===== src/sv/tpfa_pkg.sv =====
// Shared constants, codes and types of the thermal packet frame assembler.
`timescale 1ns / 1ps
`default_nettype none
package tpfa_pkg;

   localparam int PACKET_BYTES_DEF        = 164;
   localparam int PACKETS_PER_SEGMENT_DEF = 60;
   localparam int PIXELS_PER_PACKET_DEF   = 80;
   localparam int SEGMENTS_DEF            = 4;
   localparam int QUEUE_DEPTH_DEF         = 2;

   localparam int CSR_ADDR_W = 3;
   localparam int CSR_DATA_W = 32;
   localparam logic [0:0]  REG_TIMEOUT   = 1'b0;
   localparam logic [15:0] TIMEOUT_RESET = 16'd3000;

   localparam logic [1:0] ACT_BYTE = 2'd0;
   localparam logic [1:0] ACT_FAIL = 2'd1;
   localparam logic [1:0] ACT_TICK = 2'd2;

   localparam logic [7:0]  POS_ID          = 8'd0;
   localparam logic [7:0]  POS_NUMBER      = 8'd1;
   localparam logic [7:0]  POS_FIRST_PIXEL = 8'd4;
   localparam logic [7:0]  SEG_SET_PACKET  = 8'd20;
   localparam logic [3:0]  DROP_ID_NIBBLE  = 4'hF;
   localparam logic [15:0] DISCARD_MAX     = 16'hFFFF;

   typedef enum logic [1:0] {
      OP_BYTE,
      OP_FAIL,
      OP_TICK
   } op_type;

   typedef struct packed {
      op_type     op;
      logic [7:0] rx_byte;
      logic       packet_start;
   } work_type;

   typedef struct packed {
      logic     push;
      work_type work;
   } queue_in_type;

   typedef struct packed {
      logic     valid;
      work_type work;
   } queue_out_type;

   typedef struct packed {
      logic        pixel_write;
      logic [14:0] pixel_index;
      logic [15:0] pixel_value;
      logic        frame_done;
      logic        frame_failed;
      logic [15:0] discard_count;
   } result_type;

endpackage
`default_nettype wire


===== src/sv/tpfa_if.sv =====
// Word channel interfaces for the packet input and the pixel result output.
`timescale 1ns / 1ps
`default_nettype none
interface tpfa_req_if;
   logic       valid;
   logic       ready;
   logic [1:0] action;
   logic [7:0] rx_byte;
   logic       packet_start;

   modport source (output valid, action, rx_byte, packet_start, input ready);
   modport sink (input valid, action, rx_byte, packet_start, output ready);
endinterface

interface tpfa_rsp_if;
   logic        valid;
   logic        ready;
   logic        pixel_write;
   logic [14:0] pixel_index;
   logic [15:0] pixel_value;
   logic        frame_done;
   logic        frame_failed;
   logic [15:0] discard_count;

   modport source (output valid, pixel_write, pixel_index, pixel_value, frame_done,
                   frame_failed, discard_count, input ready);
   modport sink (input valid, pixel_write, pixel_index, pixel_value, frame_done,
                 frame_failed, discard_count, output ready);
endinterface
`default_nettype wire


===== src/sv/tpfa_front.sv =====
// Front end: accepts input words, decodes the action and pushes work into the queue.
`timescale 1ns / 1ps
`default_nettype none
module tpfa_front (
   tpfa_req_if.sink              req_chan,
   input  logic                  queue_full,
   output tpfa_pkg::queue_in_type queue_in
);

   logic keep;

   assign req_chan.ready = !queue_full;

   always_comb begin
      keep = 1'b1;
      queue_in.work.rx_byte      = req_chan.rx_byte;
      queue_in.work.packet_start = req_chan.packet_start;
      unique case (req_chan.action)
         tpfa_pkg::ACT_BYTE: queue_in.work.op = tpfa_pkg::OP_BYTE;
         tpfa_pkg::ACT_FAIL: queue_in.work.op = tpfa_pkg::OP_FAIL;
         tpfa_pkg::ACT_TICK: queue_in.work.op = tpfa_pkg::OP_TICK;
         default: begin
            queue_in.work.op = tpfa_pkg::OP_BYTE;
            keep = 1'b0;
         end
      endcase
      queue_in.push = req_chan.valid && req_chan.ready && keep;
   end

endmodule
`default_nettype wire


===== src/sv/tpfa_queue.sv =====
// Short work queue between the front end and the back end.
`timescale 1ns / 1ps
`default_nettype none
module tpfa_queue #(
   parameter int DEPTH = tpfa_pkg::QUEUE_DEPTH_DEF
) (
   input  logic                    clock,
   input  logic                    reset,
   input  tpfa_pkg::queue_in_type  queue_in,
   input  logic                    pop,
   output logic                    full,
   output tpfa_pkg::queue_out_type queue_out
);

   localparam int PTR_W = (DEPTH > 1) ? $clog2(DEPTH) : 1;
   localparam int CNT_W = $clog2(DEPTH + 1);
   localparam logic [PTR_W-1:0] LAST_PTR   = PTR_W'(DEPTH - 1);
   localparam logic [CNT_W-1:0] FULL_COUNT = CNT_W'(DEPTH);

   tpfa_pkg::work_type entries_ff [DEPTH];
   logic [PTR_W-1:0] wr_ptr_ff, wr_ptr_in;
   logic [PTR_W-1:0] rd_ptr_ff, rd_ptr_in;
   logic [CNT_W-1:0] count_ff, count_in;
   logic do_push, do_pop;

   assign full            = (count_ff == FULL_COUNT);
   assign queue_out.valid = (count_ff != '0);
   assign queue_out.work  = entries_ff[rd_ptr_ff];
   assign do_push         = queue_in.push && !full;
   assign do_pop          = pop && queue_out.valid;

   always_comb begin
      wr_ptr_in = wr_ptr_ff;
      rd_ptr_in = rd_ptr_ff;
      if (do_push) begin
         wr_ptr_in = (wr_ptr_ff == LAST_PTR) ? '0 : wr_ptr_ff + PTR_W'(1);
      end
      if (do_pop) begin
         rd_ptr_in = (rd_ptr_ff == LAST_PTR) ? '0 : rd_ptr_ff + PTR_W'(1);
      end
      count_in = count_ff + CNT_W'(do_push) - CNT_W'(do_pop);
   end

   always_ff @(posedge clock) begin
      if (reset) begin
         wr_ptr_ff <= '0;
         rd_ptr_ff <= '0;
         count_ff  <= '0;
      end else begin
         wr_ptr_ff <= wr_ptr_in;
         rd_ptr_ff <= rd_ptr_in;
         count_ff  <= count_in;
      end
   end

   always_ff @(posedge clock) begin
      if (do_push) begin
         entries_ff[wr_ptr_ff] <= queue_in.work;
      end
   end

endmodule
`default_nettype wire


===== src/sv/tpfa_back.sv =====
// Back end: packet parsing, segment tracking, capture timer and the result register.
`timescale 1ns / 1ps
`default_nettype none
module tpfa_back #(
   parameter int PACKET_BYTES        = tpfa_pkg::PACKET_BYTES_DEF,
   parameter int PACKETS_PER_SEGMENT = tpfa_pkg::PACKETS_PER_SEGMENT_DEF,
   parameter int PIXELS_PER_PACKET   = tpfa_pkg::PIXELS_PER_PACKET_DEF,
   parameter int SEGMENTS            = tpfa_pkg::SEGMENTS_DEF
) (
   input  logic                    clock,
   input  logic                    reset,
   input  logic [15:0]             timeout_ms,
   input  tpfa_pkg::queue_out_type queue_out,
   output logic                    pop,
   tpfa_rsp_if.source              rsp_chan
);

   localparam logic [7:0]  PB        = 8'(PACKET_BYTES);
   localparam logic [7:0]  LAST_BYTE = 8'(PACKET_BYTES - 1);
   localparam logic [7:0]  PPS       = 8'(PACKETS_PER_SEGMENT);
   localparam logic [5:0]  LAST_PKT  = 6'(PACKETS_PER_SEGMENT - 1);
   localparam logic [6:0]  PIX7      = 7'(PIXELS_PER_PACKET);
   localparam logic [14:0] PIX15     = 15'(PIXELS_PER_PACKET);
   localparam logic [2:0]  SEG3      = 3'(SEGMENTS);
   localparam logic [14:0] SEG_PIX   = 15'((PACKETS_PER_SEGMENT * PIXELS_PER_PACKET) % 32768);

   logic [7:0]  byte_pos_ff, byte_pos_in;
   logic [2:0]  cur_seg_ff, cur_seg_in;
   logic        dropped_ff, dropped_in;
   logic [5:0]  pkt_num_ff, pkt_num_in;
   logic [2:0]  id_seg_ff, id_seg_in;
   logic [7:0]  held_ff, held_in;
   logic [15:0] discards_ff, discards_in;
   logic [15:0] elapsed_ff, elapsed_in;
   logic [14:0] seg_base_ff, seg_base_in;
   logic [14:0] pkt_base_ff, pkt_base_in;
   logic        out_valid_ff, out_valid_in;
   tpfa_pkg::result_type out_ff, out_in;

   logic back_ready;

   assign back_ready = !out_valid_ff || rsp_chan.ready;
   assign pop        = queue_out.valid && back_ready;

   always_comb begin
      logic [7:0]  pos;
      logic [7:0]  pos_off;
      logic [6:0]  pix_num;
      logic [7:0]  b;
      logic [15:0] disc_inc;
      logic        emit;
      tpfa_pkg::result_type res;

      byte_pos_in = byte_pos_ff;
      cur_seg_in  = cur_seg_ff;
      dropped_in  = dropped_ff;
      pkt_num_in  = pkt_num_ff;
      id_seg_in   = id_seg_ff;
      held_in     = held_ff;
      discards_in = discards_ff;
      elapsed_in  = elapsed_ff;
      seg_base_in = seg_base_ff;
      pkt_base_in = pkt_base_ff;
      out_in      = out_ff;
      res         = '0;
      emit        = 1'b0;
      b           = queue_out.work.rx_byte;
      pos         = queue_out.work.packet_start ? tpfa_pkg::POS_ID : byte_pos_ff;
      pos_off     = pos - tpfa_pkg::POS_FIRST_PIXEL;
      pix_num     = pos_off[7:1];
      disc_inc    = (discards_ff == tpfa_pkg::DISCARD_MAX) ? discards_ff
                                                           : discards_ff + 16'd1;

      if (pop) begin
         unique case (queue_out.work.op)
            tpfa_pkg::OP_FAIL: begin
               discards_in = disc_inc;
               byte_pos_in = PB;
            end
            tpfa_pkg::OP_TICK: begin
               if (elapsed_ff >= timeout_ms) begin
                  emit              = 1'b1;
                  res.frame_failed  = 1'b1;
                  res.discard_count = discards_ff;
                  discards_in       = '0;
                  cur_seg_in        = '0;
                  elapsed_in        = '0;
                  byte_pos_in       = PB;
                  dropped_in        = 1'b0;
               end else begin
                  elapsed_in = elapsed_ff + 16'd1;
               end
            end
            tpfa_pkg::OP_BYTE: begin
               if (queue_out.work.packet_start || byte_pos_ff < PB) begin
                  byte_pos_in = pos + 8'd1;
                  if (pos == tpfa_pkg::POS_ID) begin
                     id_seg_in  = b[6:4];
                     dropped_in = (b[3:0] == tpfa_pkg::DROP_ID_NIBBLE);
                     if (b[3:0] == tpfa_pkg::DROP_ID_NIBBLE) begin
                        discards_in = disc_inc;
                     end
                  end else if (!dropped_ff) begin
                     if (pos == tpfa_pkg::POS_NUMBER) begin
                        if (b >= PPS) begin
                           dropped_in  = 1'b1;
                           discards_in = disc_inc;
                        end else begin
                           pkt_num_in  = b[5:0];
                           pkt_base_in = PIX15 * {9'd0, b[5:0]};
                           if (b == tpfa_pkg::SEG_SET_PACKET && id_seg_ff != '0 &&
                               id_seg_ff <= SEG3) begin
                              cur_seg_in  = id_seg_ff;
                              seg_base_in = SEG_PIX * {12'd0, id_seg_ff - 3'd1};
                           end
                        end
                     end else begin
                        if (pos >= tpfa_pkg::POS_FIRST_PIXEL && cur_seg_ff != '0 &&
                            pix_num < PIX7) begin
                           if (!pos_off[0]) begin
                              held_in = b;
                           end else begin
                              emit            = 1'b1;
                              res.pixel_write = 1'b1;
                              res.pixel_index = seg_base_ff + pkt_base_ff + {8'd0, pix_num};
                              res.pixel_value = {b, held_ff};
                           end
                        end
                        if (pos == LAST_BYTE && cur_seg_ff != '0 && pkt_num_ff == LAST_PKT) begin
                           if (cur_seg_ff >= SEG3) begin
                              emit              = 1'b1;
                              res.frame_done    = 1'b1;
                              res.discard_count = discards_ff;
                              discards_in       = '0;
                              cur_seg_in        = '0;
                              elapsed_in        = '0;
                              byte_pos_in       = PB;
                              dropped_in        = 1'b0;
                           end else begin
                              cur_seg_in  = cur_seg_ff + 3'd1;
                              seg_base_in = seg_base_ff + SEG_PIX;
                           end
                        end
                     end
                  end
               end
            end
            default: begin
            end
         endcase
      end

      if (pop && emit) begin
         out_in = res;
      end
      out_valid_in = back_ready ? (pop && emit) : out_valid_ff;
   end

   always_ff @(posedge clock) begin
      if (reset) begin
         byte_pos_ff  <= PB;
         cur_seg_ff   <= '0;
         dropped_ff   <= 1'b0;
         pkt_num_ff   <= '0;
         id_seg_ff    <= '0;
         held_ff      <= '0;
         discards_ff  <= '0;
         elapsed_ff   <= '0;
         pkt_base_ff  <= '0;
         out_valid_ff <= 1'b0;
      end else begin
         byte_pos_ff  <= byte_pos_in;
         cur_seg_ff   <= cur_seg_in;
         dropped_ff   <= dropped_in;
         pkt_num_ff   <= pkt_num_in;
         id_seg_ff    <= id_seg_in;
         held_ff      <= held_in;
         discards_ff  <= discards_in;
         elapsed_ff   <= elapsed_in;
         pkt_base_ff  <= pkt_base_in;
         out_valid_ff <= out_valid_in;
      end
   end

   always_ff @(posedge clock) begin
      seg_base_ff <= seg_base_in;
      out_ff      <= out_in;
   end

   assign rsp_chan.valid         = out_valid_ff;
   assign rsp_chan.pixel_write   = out_ff.pixel_write;
   assign rsp_chan.pixel_index   = out_ff.pixel_index;
   assign rsp_chan.pixel_value   = out_ff.pixel_value;
   assign rsp_chan.frame_done    = out_ff.frame_done;
   assign rsp_chan.frame_failed  = out_ff.frame_failed;
   assign rsp_chan.discard_count = out_ff.discard_count;

   a_byte_pos_range: assert property (@(posedge clock) disable iff (reset)
      byte_pos_ff <= PB)
      else $error("Byte position beyond the packet length.");

   a_segment_range: assert property (@(posedge clock) disable iff (reset)
      cur_seg_ff <= SEG3)
      else $error("Current segment beyond the segment count.");

   a_result_not_empty: assert property (@(posedge clock) disable iff (reset)
      out_valid_ff |-> (out_ff.pixel_write || out_ff.frame_done || out_ff.frame_failed))
      else $error("Result word carries neither pixel nor status.");

   a_failure_alone: assert property (@(posedge clock) disable iff (reset)
      (out_valid_ff && out_ff.frame_failed) |-> (!out_ff.pixel_write && !out_ff.frame_done))
      else $error("Failure word combined with pixel or frame completion.");

endmodule
`default_nettype wire


===== src/sv/thermal_packet_frame_assembler_core.sv =====
// Top level of the thermal packet frame assembler with its configuration register.
//
//   Port group   Direction  Handshake          Contents
//   req_chan     in         valid/ready        action, rx_byte, packet_start
//   rsp_chan     out        valid/ready        pixel word, frame done/failed, discards
//   csr_*        in/out     APB write/read     timeout_ms at byte address 0
//
// One input word is accepted per cycle unless the queue is full; at acceptance it goes into
// the work queue; the back end pops it and loads its result word into the result register.
// When no result stalls, the back end handles one word per cycle, the sustained rate.
// Reset is synchronous and active high; the timeout register resets to 3000.
// A stalled result holds the back end while the queue keeps accepting until it fills.
`timescale 1ns / 1ps
`default_nettype none
module thermal_packet_frame_assembler_core #(
   parameter int PACKET_BYTES        = tpfa_pkg::PACKET_BYTES_DEF,
   parameter int PACKETS_PER_SEGMENT = tpfa_pkg::PACKETS_PER_SEGMENT_DEF,
   parameter int PIXELS_PER_PACKET   = tpfa_pkg::PIXELS_PER_PACKET_DEF,
   parameter int SEGMENTS            = tpfa_pkg::SEGMENTS_DEF,
   parameter int QUEUE_DEPTH         = tpfa_pkg::QUEUE_DEPTH_DEF
) (
   input  logic                            clock,
   input  logic                            reset,
   tpfa_req_if.sink                        req_chan,
   tpfa_rsp_if.source                      rsp_chan,
   input  logic                            csr_psel,
   input  logic                            csr_penable,
   input  logic                            csr_pwrite,
   input  logic [tpfa_pkg::CSR_ADDR_W-1:0] csr_paddr,
   input  logic [tpfa_pkg::CSR_DATA_W-1:0] csr_pwdata,
   output logic [tpfa_pkg::CSR_DATA_W-1:0] csr_prdata,
   output logic                            csr_pready
);

   logic [15:0] timeout_ff, timeout_in;
   logic        reg_index;
   logic        queue_full;
   logic        pop;
   tpfa_pkg::queue_in_type  queue_in;
   tpfa_pkg::queue_out_type queue_out;

   assign csr_pready = 1'b1;
   assign reg_index  = csr_paddr[2];
   assign csr_prdata = (reg_index == tpfa_pkg::REG_TIMEOUT)
                       ? {16'd0, timeout_ff} : '0;

   always_comb begin
      timeout_in = timeout_ff;
      if (csr_psel && csr_penable && csr_pwrite && csr_pready &&
          reg_index == tpfa_pkg::REG_TIMEOUT) begin
         timeout_in = csr_pwdata[15:0];
      end
   end

   always_ff @(posedge clock) begin
      if (reset) begin
         timeout_ff <= tpfa_pkg::TIMEOUT_RESET;
      end else begin
         timeout_ff <= timeout_in;
      end
   end

   tpfa_front u_front (
      .req_chan   (req_chan),
      .queue_full (queue_full),
      .queue_in   (queue_in)
   );

   tpfa_queue #(
      .DEPTH (QUEUE_DEPTH)
   ) u_queue (
      .clock     (clock),
      .reset     (reset),
      .queue_in  (queue_in),
      .pop       (pop),
      .full      (queue_full),
      .queue_out (queue_out)
   );

   tpfa_back #(
      .PACKET_BYTES        (PACKET_BYTES),
      .PACKETS_PER_SEGMENT (PACKETS_PER_SEGMENT),
      .PIXELS_PER_PACKET   (PIXELS_PER_PACKET),
      .SEGMENTS            (SEGMENTS)
   ) u_back (
      .clock      (clock),
      .reset      (reset),
      .timeout_ms (timeout_ff),
      .queue_out  (queue_out),
      .pop        (pop),
      .rsp_chan   (rsp_chan)
   );

endmodule
`default_nettype wire


===== src/flat_wrapper.sv =====
// flat-port wrapper written by rule: the top's interface ports become plain ports
module thermal_packet_frame_assembler_core_flat 
#(
   parameter int PACKET_BYTES        = tpfa_pkg::PACKET_BYTES_DEF,
   parameter int PACKETS_PER_SEGMENT = tpfa_pkg::PACKETS_PER_SEGMENT_DEF,
   parameter int PIXELS_PER_PACKET   = tpfa_pkg::PIXELS_PER_PACKET_DEF,
   parameter int SEGMENTS            = tpfa_pkg::SEGMENTS_DEF,
   parameter int QUEUE_DEPTH         = tpfa_pkg::QUEUE_DEPTH_DEF
)
  (clock, reset, csr_psel, csr_penable, csr_pwrite, csr_paddr, csr_pwdata, csr_prdata, csr_pready, req_chan_valid, req_chan_action, req_chan_rx_byte, req_chan_packet_start, req_chan_ready, rsp_chan_valid, rsp_chan_pixel_write, rsp_chan_pixel_index, rsp_chan_pixel_value, rsp_chan_frame_done, rsp_chan_frame_failed, rsp_chan_discard_count, rsp_chan_ready);
  tpfa_req_if req_chan_i ();
  tpfa_rsp_if rsp_chan_i ();
  input  logic clock;
  input  logic reset;
  input  logic csr_psel;
  input  logic csr_penable;
  input  logic csr_pwrite;
  input  logic [tpfa_pkg::CSR_ADDR_W-1:0] csr_paddr;
  input  logic [tpfa_pkg::CSR_DATA_W-1:0] csr_pwdata;
  output logic [tpfa_pkg::CSR_DATA_W-1:0] csr_prdata;
  output logic csr_pready;
  input wire logic [$bits(req_chan_i.valid)-1:0] req_chan_valid;
  input wire logic [$bits(req_chan_i.action)-1:0] req_chan_action;
  input wire logic [$bits(req_chan_i.rx_byte)-1:0] req_chan_rx_byte;
  input wire logic [$bits(req_chan_i.packet_start)-1:0] req_chan_packet_start;
  output wire logic [$bits(req_chan_i.ready)-1:0] req_chan_ready;
  output wire logic [$bits(rsp_chan_i.valid)-1:0] rsp_chan_valid;
  output wire logic [$bits(rsp_chan_i.pixel_write)-1:0] rsp_chan_pixel_write;
  output wire logic [$bits(rsp_chan_i.pixel_index)-1:0] rsp_chan_pixel_index;
  output wire logic [$bits(rsp_chan_i.pixel_value)-1:0] rsp_chan_pixel_value;
  output wire logic [$bits(rsp_chan_i.frame_done)-1:0] rsp_chan_frame_done;
  output wire logic [$bits(rsp_chan_i.frame_failed)-1:0] rsp_chan_frame_failed;
  output wire logic [$bits(rsp_chan_i.discard_count)-1:0] rsp_chan_discard_count;
  input wire logic [$bits(rsp_chan_i.ready)-1:0] rsp_chan_ready;
  assign req_chan_i.valid = req_chan_valid;
  assign req_chan_i.action = req_chan_action;
  assign req_chan_i.rx_byte = req_chan_rx_byte;
  assign req_chan_i.packet_start = req_chan_packet_start;
  assign req_chan_ready = req_chan_i.ready;
  assign rsp_chan_valid = rsp_chan_i.valid;
  assign rsp_chan_pixel_write = rsp_chan_i.pixel_write;
  assign rsp_chan_pixel_index = rsp_chan_i.pixel_index;
  assign rsp_chan_pixel_value = rsp_chan_i.pixel_value;
  assign rsp_chan_frame_done = rsp_chan_i.frame_done;
  assign rsp_chan_frame_failed = rsp_chan_i.frame_failed;
  assign rsp_chan_discard_count = rsp_chan_i.discard_count;
  assign rsp_chan_i.ready = rsp_chan_ready;
  thermal_packet_frame_assembler_core #(.PACKET_BYTES(PACKET_BYTES), .PACKETS_PER_SEGMENT(PACKETS_PER_SEGMENT), .PIXELS_PER_PACKET(PIXELS_PER_PACKET), .SEGMENTS(SEGMENTS), .QUEUE_DEPTH(QUEUE_DEPTH)) u_core (.clock(clock), .reset(reset), .req_chan(req_chan_i), .rsp_chan(rsp_chan_i), .csr_psel(csr_psel), .csr_penable(csr_penable), .csr_pwrite(csr_pwrite), .csr_paddr(csr_paddr), .csr_pwdata(csr_pwdata), .csr_prdata(csr_prdata), .csr_pready(csr_pready));
endmodule

===== config.mk =====
export PLATFORM = sky130hd
export DESIGN_NAME = thermal_packet_frame_assembler_core_flat
export DESIGN_NICKNAME = d
export VERILOG_FILES = /design/src/sv/tpfa_pkg.sv /design/src/sv/tpfa_if.sv /design/src/sv/tpfa_front.sv /design/src/sv/tpfa_queue.sv /design/src/sv/tpfa_back.sv /design/src/sv/thermal_packet_frame_assembler_core.sv /design/src/flat_wrapper.sv
export SDC_FILE = /design/constraint.sdc
export NUM_CORES = 1
export LEC_CHECK = 0
export BUFFER_PORTS_ARGS = -buffer_cell sky130_fd_sc_hd__buf_2
export CORE_UTILIZATION = 52
export DETAILED_ROUTE_END_ITERATION = 8
export PLACE_DENSITY = 0.77
export SETUP_SLACK_MARGIN = 0.3
export SYNTH_ARGS = -nofsm -noshare
export SYNTH_HDL_FRONTEND = slang
export SYNTH_SLANG_ARGS = --single-unit

===== constraint.sdc =====
create_clock -name clock -period 5.75 [get_ports clock]
set_input_delay 1.15 -clock clock [delete_from_list [all_inputs] [get_ports clock]]
set_output_delay 1.15 -clock clock [all_outputs]
set_load 0.01 [all_outputs]

==> impl_summary.txt, run 1 <==
----------------------------------------------------
[Floorplanning]
  # IOs ... 138
  Die area ... 18800 sq um
  Area inside the core boundary ... 17500 sq um
  Standard-cell row count ... 48
  Die Span Y ... 137 um
  X dimension of the die ... 137 um
  Starting Density ... 0.540

[Timing]
  Worst clock skew on the final layout ... 11.3 ps
  Final-report setup violation count ... 0
  Max-Slew Margin vs Limit ... 0.379
  Min Tclk post-route ... 4990 ps
  Max Fclk ... 0.200 GHz
  Final period utilization ... 0.869
  Total Neg Setup Slack ... 0 ps
  Pins over their slew limit ... 0
  RSZ-0062 raised after global routing ... no
  Final hold vios ... 0
  Slew @ Worst Pin ... 905 ps

[Detailed routing]
  Remaining antenna violation count ... 0
  Initial DRT Pass Iterations ... 5
  Total via count in the routed design ... 7626
  Routed length per placed instance ... 16.0 um
  Avg Vias per Cell ... 5.82
  Drc violations ... 0
  Total length of routed wires ... 21000 um
  Detailed router's first-iteration violation count ... 697

[Logic synthesis]
  Syn Inst Count ... 995
  Mapped cell area ... 9480 sq um
  Avg Cell Area, Syn ... 9.52 sq um
  Main synth FF type ... sky130_fd_sc_hd__dfxtp_1
  Proportion of synthesized chip area in sequential cells ... 0.447
  Yosys warning count ... 0
  Synthesized flop and latch total ... 171
  Number of flops mapped to enable cells by yosys ... 81
  Synth cell types ... 73
  Post-synthesis async set-or-reset flop share ... 0

[Power and ir drop]
  Int Pwr ... 2.31 mW
  Switching power of the nets ... 1.15 mW
  Share of total power in combinational logic ... 0.271
  P_leak ... 4.24 nW
  Switching Share ... 0.331
  Sequential group share of total power ... 0.397
  Power share of the clock group ... 0.332
  Total power density per cell area ... 324 nW/um^2
  Worst-case vdd ir drop ... 0.000287 V

[Clock tree]
  CTS Buf Count ... 17
  Number of gates resized after cts ... 0
  Clock insertion delay at the later pin of the skew report ... 440 ps
  CTS tree ... built
  CTS H-Tree Depth ... 4
  Max clock buf depth ... 2
  Clock-pin slew on the worst setup and hold paths ... 60 ps
  Buffer cell driving the clock tree root ... sky130_fd_sc_hd__clkbuf_16
  Count of buffers added by post-CTS timing repair for setup ... 0
  Cts hold-fix bufs ... 0
  Clock Sinks ... 171

[GRT]
  Vias in the first global route ... 6902
  Total global routing overflow ... 0
  Pin count of the biggest net entering global routing ... 67
  Wire length of the first global-routing pass ... 34200 um
  Number of antenna violations at the first check in global routing ... 0
  GRT Resource Usage Total ... 0.233

[Setup path]
  Highest-delay cell along the critical path ... sky130_fd_sc_hd__dfxtp_1
  Worst EP required ... 6050 ps
  Nature of the critical path endpoint ... flop
  Critical Path Start Type ... flop
  CP Data Arrival Time ... 5300 ps
  Delay of the slowest cell on the worst path ... 770 ps
  WS Path Type ... flop to flop
  CP Buf/Inv Count ... 1
  CP delay by family, top ... simple AND/OR/NAND/NOR gates
  Largest fanout on the critical path ... 21
  Chain of cells forming the critical path ... mux2i_1 > nand2_1 > ha_1 > or3b_1 > a211oi_1 > or3_1 > nor3_2 > nand3_1 > inv_1 > and2_1

[Place]
  Placed wire-length estimate after detailed placement ... 14600 um
  IO buf count ... 102
  Cell Count Post-Placement ... 1278
  Placer's final routability congestion estimate ... 0.876

[Flow run]
  Number of maximum-capacitance constraint violations ... 0

[Hold path]
  Worst min-delay path class ... flop to flop
  Worst hold start ... u_core.timeout_ff[15]

[Layout]
  Cell Count, Final, Fillers Out ... 1310
  Final nets ... 1190
  Fraction of final layout cells sized beyond drive strength 1 ... 0.145
  Ant. Diodes ... 0
  Fill count ... 1510
  Area growth from synthesis to layout ... 12.7%

[Outcome]
  Result of the run ... finished, final reports clean

----------------------------------------------------
## registers in the layout, summed over array words and instances, names as in the netlist, 2 cells and up, named ones only
name / count
u_core.u_back.id_seg_ff: 3
u_core.u_back.pkt_base_ff: 7
u_core.u_back.rsp_chan.pixel_index: 15
u_core.u_back.pkt_num_ff: 6
u_core.u_queue.count_ff: 2
u_core.u_back.seg_base_ff: 9
u_core.u_back.elapsed_ff: 16
u_core.u_back.rsp_chan.pixel_value: 16
u_core.u_back.held_ff: 8
u_core.u_back.discards_ff: 16
u_core.u_queue.entries_ff: 22
u_core.u_back.cur_seg_ff: 3
u_core.timeout_ff: 16
u_core.u_back.byte_pos_ff: 8
u_core.u_back.rsp_chan.discard_count: 16
## through the flow
stage | power [mW] | hold WS [ps] | utilization | area [sq um] | setup WS [ps]
after detailed placement | 2.31 | 450 | 0.575 | 10100 | 778
final | 3.46 | 459 | 0.609 | 10700 | 755
after global routing | 3.62 | 479 | 0.609 | 10700 | 370
after global placement | 2.29 | 442 | 0.575 | 10100 | 834
after floorplan | 2.09 | 436 | - | 9540 | 1250
after CTS | 3.45 | 459 | 0.609 | 10700 | 754
## layout make-up
type	instances	area [sq um]	share of cell area
Multi-Input combinational cell	706	4740	0.444
Sequential cell	171	4230	0.397
Timing Repair Buffer	112	598	0.0560
Clock buffer	20	437	0.0409
Tap cell	225	282	0.0264
Inverter	64	240	0.0225
Clock inverter	12	149	0.0139
## cell usage after synthesis (12+ instances only)
| master | number | area (sq um) |
|---|---|---|
| sky130_fd_sc_hd__nor3_1 | 25 | 125 |
| sky130_fd_sc_hd__a31oi_1 | 12 | 75.1 |
| sky130_fd_sc_hd__edfxtp_1 | 81 | 2430 |
| sky130_fd_sc_hd__mux2i_1 | 26 | 260 |
| sky130_fd_sc_hd__xor2_1 | 25 | 219 |
| sky130_fd_sc_hd__nor4_1 | 13 | 81.3 |
| sky130_fd_sc_hd__clkbuf_1 | 42 | 158 |
| sky130_fd_sc_hd__nand3_1 | 30 | 150 |
| sky130_fd_sc_hd__dfxtp_1 | 90 | 1800 |
| sky130_fd_sc_hd__o211ai_1 | 17 | 128 |
| sky130_fd_sc_hd__xnor2_1 | 14 | 123 |
| sky130_fd_sc_hd__o21ai_0 | 31 | 155 |
| sky130_fd_sc_hd__nand2_1 | 72 | 270 |
| sky130_fd_sc_hd__nand4_1 | 19 | 119 |
| sky130_fd_sc_hd__and2_1 | 15 | 93.8 |
| sky130_fd_sc_hd__nor2_1 | 100 | 375 |
| sky130_fd_sc_hd__ha_1 | 62 | 776 |
| sky130_fd_sc_hd__a21oi_1 | 62 | 310 |
| sky130_fd_sc_hd__a211oi_1 | 17 | 128 |
| sky130_fd_sc_hd__inv_1 | 63 | 236 |
| sky130_fd_sc_hd__buf_4 | 19 | 143 |
## cell usage in the layout (no fill, tap or decap), types with 19 or more instances in the layout
cell type,n
sky130_fd_sc_hd__o21ai_0,31
sky130_fd_sc_hd__nand4_1,19
sky130_fd_sc_hd__nor2_1,100
sky130_fd_sc_hd__inv_1,63
sky130_fd_sc_hd__edfxtp_1,81
sky130_fd_sc_hd__buf_2,102
sky130_fd_sc_hd__mux2i_1,26
sky130_fd_sc_hd__ha_1,62
sky130_fd_sc_hd__xor2_1,25
sky130_fd_sc_hd__nor3_1,25
sky130_fd_sc_hd__a21oi_1,61
sky130_fd_sc_hd__nand2_1,72
sky130_fd_sc_hd__nand3_1,29
sky130_fd_sc_hd__dfxtp_1,90
## metal layers
metal,up-vias,part of all wire,global-route usage
li1,3742,-,-
met1,3555,0.45,0.322
met2,289,0.46,0.364
met3,40,0.065,0.0359
met4,0,0.022,0.0904
met5,-,0,0
## path summary, 6_finish.rpt
kind                                                              end  depth (start not counted)  slack [ps]
worst min-delay path                            u_core.timeout_ff[15]                          2         460
worst max register to register  u_core.u_back.rsp_chan.pixel_value[0]                         10         760
worst max-delay path            u_core.u_back.rsp_chan.pixel_value[0]                         10         760
worst min register to register                  u_core.timeout_ff[15]                          2         460
## cell families (layout without fill, tap and decap cells)
kind of cell / count (synthesis) / count (layout) / share of synthesized area
buffers and inverters: 133 / 208 / 0.0610
XOR/XNOR: 39 / 39 / 0.0360
AND/OR/NAND/NOR: 340 / 340 / 0.180
adder cells (fa/ha/maj): 65 / 65 / 0.0882
AO/OA/AOI/OAI: 214 / 214 / 0.154
multiplexers: 31 / 31 / 0.0334
other: 2 / 17 / 0.000792
flip-flops: 171 / 171 / 0.447
## worst register-to-register path: stages (launching register included)
cell	delay, ps
sky130_fd_sc_hd__dfxtp_1	770
sky130_fd_sc_hd__mux2i_1	760
sky130_fd_sc_hd__nand2_1	260
sky130_fd_sc_hd__ha_1	370
sky130_fd_sc_hd__or3b_1	340
sky130_fd_sc_hd__a211oi_1	80
sky130_fd_sc_hd__or3_1	400
sky130_fd_sc_hd__nor3_2	530
sky130_fd_sc_hd__nand3_1	680
sky130_fd_sc_hd__inv_1	480
sky130_fd_sc_hd__and2_1	180
## power groups by stage
stage	registers [mW]	clock network (mW)	logic, mW
floorplan	1.36	0	0.726
global placement	1.40	0	0.891
detailed placement	1.40	0	0.910
CTS	1.37	1.16	0.922
global route	1.38	1.21	1.03
finish	1.37	1.15	0.935
Note: power is estimated with default switching activity, not from simulation.
==> inputs of run 2 (changes only) <==
- GPL_TIMING_DRIVEN: default -> 0
==> run 2 against run 1 <==
Compared with the run above:
- first-iteration DRC count fell by 12%
- non-clock buffer count up 59
- wire length grew 7.3%
- via count increased by 4.5%
- global-route usage rose by 1.7 points
- sequential share of layout area down 0.90 points
- final area rose by 2.3%
- critical endpoint is now u_core.u_back.seg_base_ff[13]
- clock power about the same
==> impl_summary.txt, run 2 (same netlist as run 1, synthesis figures left out) <==
----------------------------------------------------
[Power and ir drop]
  Total power ... 3.49 mW (+0.86%)
  Power share of the clock group ... 0.324 (-0.008)
  Total power density per cell area ... 319 nW/um^2 (-1.4%)
  Switching power of the nets ... 1.20 mW (+4.7%)
  Int Pwr ... 2.29 mW (-1.0%)
  Share of total power in combinational logic ... 0.291 (+0.020)
  Switching Share ... 0.344 (+0.0125)
  Sequential group share of total power ... 0.385 (-0.012)
  P_leak ... 4.36 nW (+2.8%)
  Worst-case vdd ir drop ... 0.000204 V (-29%)

[GRT]
  Pin count of the biggest net entering global routing ... 34 (-49%)
  GRT Resource Usage Total ... 0.250 (+0.0175)
  Wire length of the first global-routing pass ... 36400 um (+6.4%)
  Total global routing overflow ... 0 (unchanged)
  Number of antenna violations at the first check in global routing ... 0 (unchanged)
  Vias in the first global route ... 7360 (+6.6%)

[Clock tree]
  Buffer cell driving the clock tree root ... sky130_fd_sc_hd__clkbuf_16
  Clock-pin slew on the worst setup and hold paths ... 60 ps (about the same)
  CTS Buf Count ... 17 (unchanged)
  Max clock buf depth ... 2 (unchanged)
  CTS tree ... built
  Clock insertion delay at the later pin of the skew report ... 440 ps (about the same)
  Cts hold-fix bufs ... 0 (unchanged)
  Number of gates resized after cts ... 0 (unchanged)
  CTS H-Tree Depth ... 4 (unchanged)
  Count of buffers added by post-CTS timing repair for setup ... 0 (unchanged)
  Clock Sinks ... 171 (unchanged)

[Timing]
  Final hold vios ... 0 (unchanged)
  Final period utilization ... 0.866 (-0.00252)
  RSZ-0062 raised after global routing ... no
  Final-report setup violation count ... 0 (unchanged)
  Min Tclk post-route ... 4980 ps (-14.5 ps)
  Max-Slew Margin vs Limit ... 0.281 (-0.0986)
  Final worst slack ... 770 ps (+14.5 ps)
  Slew @ Worst Pin ... 1070 ps (+167 ps)
  Pins over their slew limit ... 0 (unchanged)
  Worst clock skew on the final layout ... 6.36 ps (-4.97 ps)
  Max Fclk ... 0.201 GHz (+0.29%)

[Detailed routing]
  Total via count in the routed design ... 7968 (+4.5%)
  Initial DRT Pass Iterations ... 5 (unchanged)
  Avg Vias per Cell ... 5.82 (about the same)
  Detailed router's first-iteration violation count ... 615 (-12%)
  Remaining antenna violation count ... 0 (unchanged)
  Routed length per placed instance ... 16.4 um (+2.7%)
  Total length of routed wires ... 22500 um (+7.3%)
  Drc violations ... 0 (unchanged)

[Hold path]
  Worst hold start ... u_core.timeout_ff[10]
  Worst min-delay path class ... flop to flop

[Layout]
  Commonest non-fill, non-tap cell in the layout ... sky130_fd_sc_hd__buf_2
  Area of all placed cells without fillers ... 10900 sq um (+2.3%)
  Area growth from synthesis to layout ... 15.3%
  Highest-count cells in the layout ignoring fill and taps ... 107 x sky130_fd_sc_hd__buf_2, 100 x sky130_fd_sc_hd__nor2_1, 90 x sky130_fd_sc_hd__dfxtp_1
  Fraction of final layout cells sized beyond drive strength 1 ... 0.153 (+0.00841)
  Number of flip-flops under the largest register name ... 22 (unchanged)
  Register with the highest flop count ... u_core.u_queue.entries_ff
  Fill count ... 1493 (-1.1%)
  Fin util ... 0.623 (+0.0141)
  Ant. Diodes ... 0 (unchanged)
  Final nets ... 1249 (+5.0%)
  Cell Count, Final, Fillers Out ... 1368 (+4.4%)

[Floorplanning]
  # IOs ... 138 (unchanged)
  Area inside the core boundary ... 17500 sq um (unchanged)
  Die Span Y ... 137 um (unchanged)
  X dimension of the die ... 137 um (unchanged)
  Starting Density ... 0.540 (unchanged)
  Standard-cell row count ... 48 (unchanged)
  Die area ... 18800 sq um (unchanged)

[Flow run]
  Number of maximum-capacitance constraint violations ... 0 (unchanged)

[Setup path]
  CP delay by family, top ... compound AO/OA/AOI/OAI gates
  Nature of the critical path endpoint ... flop
  Worst EP required ... 5810 ps (-240 ps)
  CP Data Arrival Time ... 5040 ps (-260 ps)
  Critical Path Start Type ... flop
  Chain of cells forming the critical path ... buf_2 > mux2i_1 > clkbuf_1 > nand2_1 > ha_1 > or3b_1 > buf_2 > o2bb2ai_1 > a21o_1 > nor3_1 > clkbuf_1 > o21ai_0 > a21oi_1
  Highest-delay cell along the critical path ... sky130_fd_sc_hd__a21oi_1
  Largest fanout on the critical path ... 10 (-52%)
  WS Path Type ... flop to flop
  CP Buf/Inv Count ... 4 (+3)
  Delay of the slowest cell on the worst path ... 730 ps (-40 ps)

[Place]
  IO buf count ... 101 (-0.98%)
  Worst slack at placement ... 853 ps (+74.6 ps)
  Placer's final routability congestion estimate ... 0.923 (+5.4%)
  Cell Count Post-Placement ... 1337 (+4.6%)
  Area after DPL ... 10400 sq um (+2.6%)
  Placed wire-length estimate after detailed placement ... 16500 um (+13%)

[Outcome]
  Result of the run ... finished, final reports clean

----------------------------------------------------
## run 2: layout make-up
type                            instances  area (sq um)  area share
Multi-Input combinational cell        706          4730       0.433
Timing Repair Buffer                  102           526      0.0481
Sequential cell                       171          4230       0.388
Inverter                               64           240      0.0220
Buffer                                 69           338      0.0309
Clock inverter                         14           148      0.0135
Tap cell                              225           282      0.0258
Clock buffer                           17           425      0.0389
## run 2: metrics by stage
stage / TNS [ps] / hold slack, ps
after global routing: 0 / 488
after CTS: 0 / 458
after floorplan: 0 / 436
final: 0 / 459
after detailed placement: 0 / 448
after global placement: -80.4 / 441
## run 2: worst paths after layout
check                             endpoint  slack [ps]  cells past startpoint
max          u_core.u_back.seg_base_ff[13]         770                     13
max reg2reg  u_core.u_back.seg_base_ff[13]         770                     13
min                  u_core.timeout_ff[10]         460                      2
min reg2reg          u_core.timeout_ff[10]         460                      2
## run 2: power groups by stage
stage,clock (mW),sequential (mW),combinational [mW]
after floorplan,0,1.36,0.726
after global placement,0,1.37,0.968
after detailed placement,0,1.37,0.984
after CTS,1.14,1.34,0.992
after global routing,1.19,1.35,1.12
final,1.13,1.34,1.01
## run 2: tightest hold or removal path, cell delays in order, from the launching register on
cell and delay (ps):
sky130_fd_sc_hd__dfxtp_1 310, sky130_fd_sc_hd__nand2_1 50, sky130_fd_sc_hd__a21oi_1 50
## run 2: metal layers
layer | wire length, um | GRT usage | up-vias
met4 | 512 | 0.0965 | 0
met3 | 1690 | 0.0459 | 49
met1 | 10200 | 0.345 | 3719
met5 | 0 | 0 | -
li1 | - | - | 3856
met2 | 10100 | 0.388 | 344
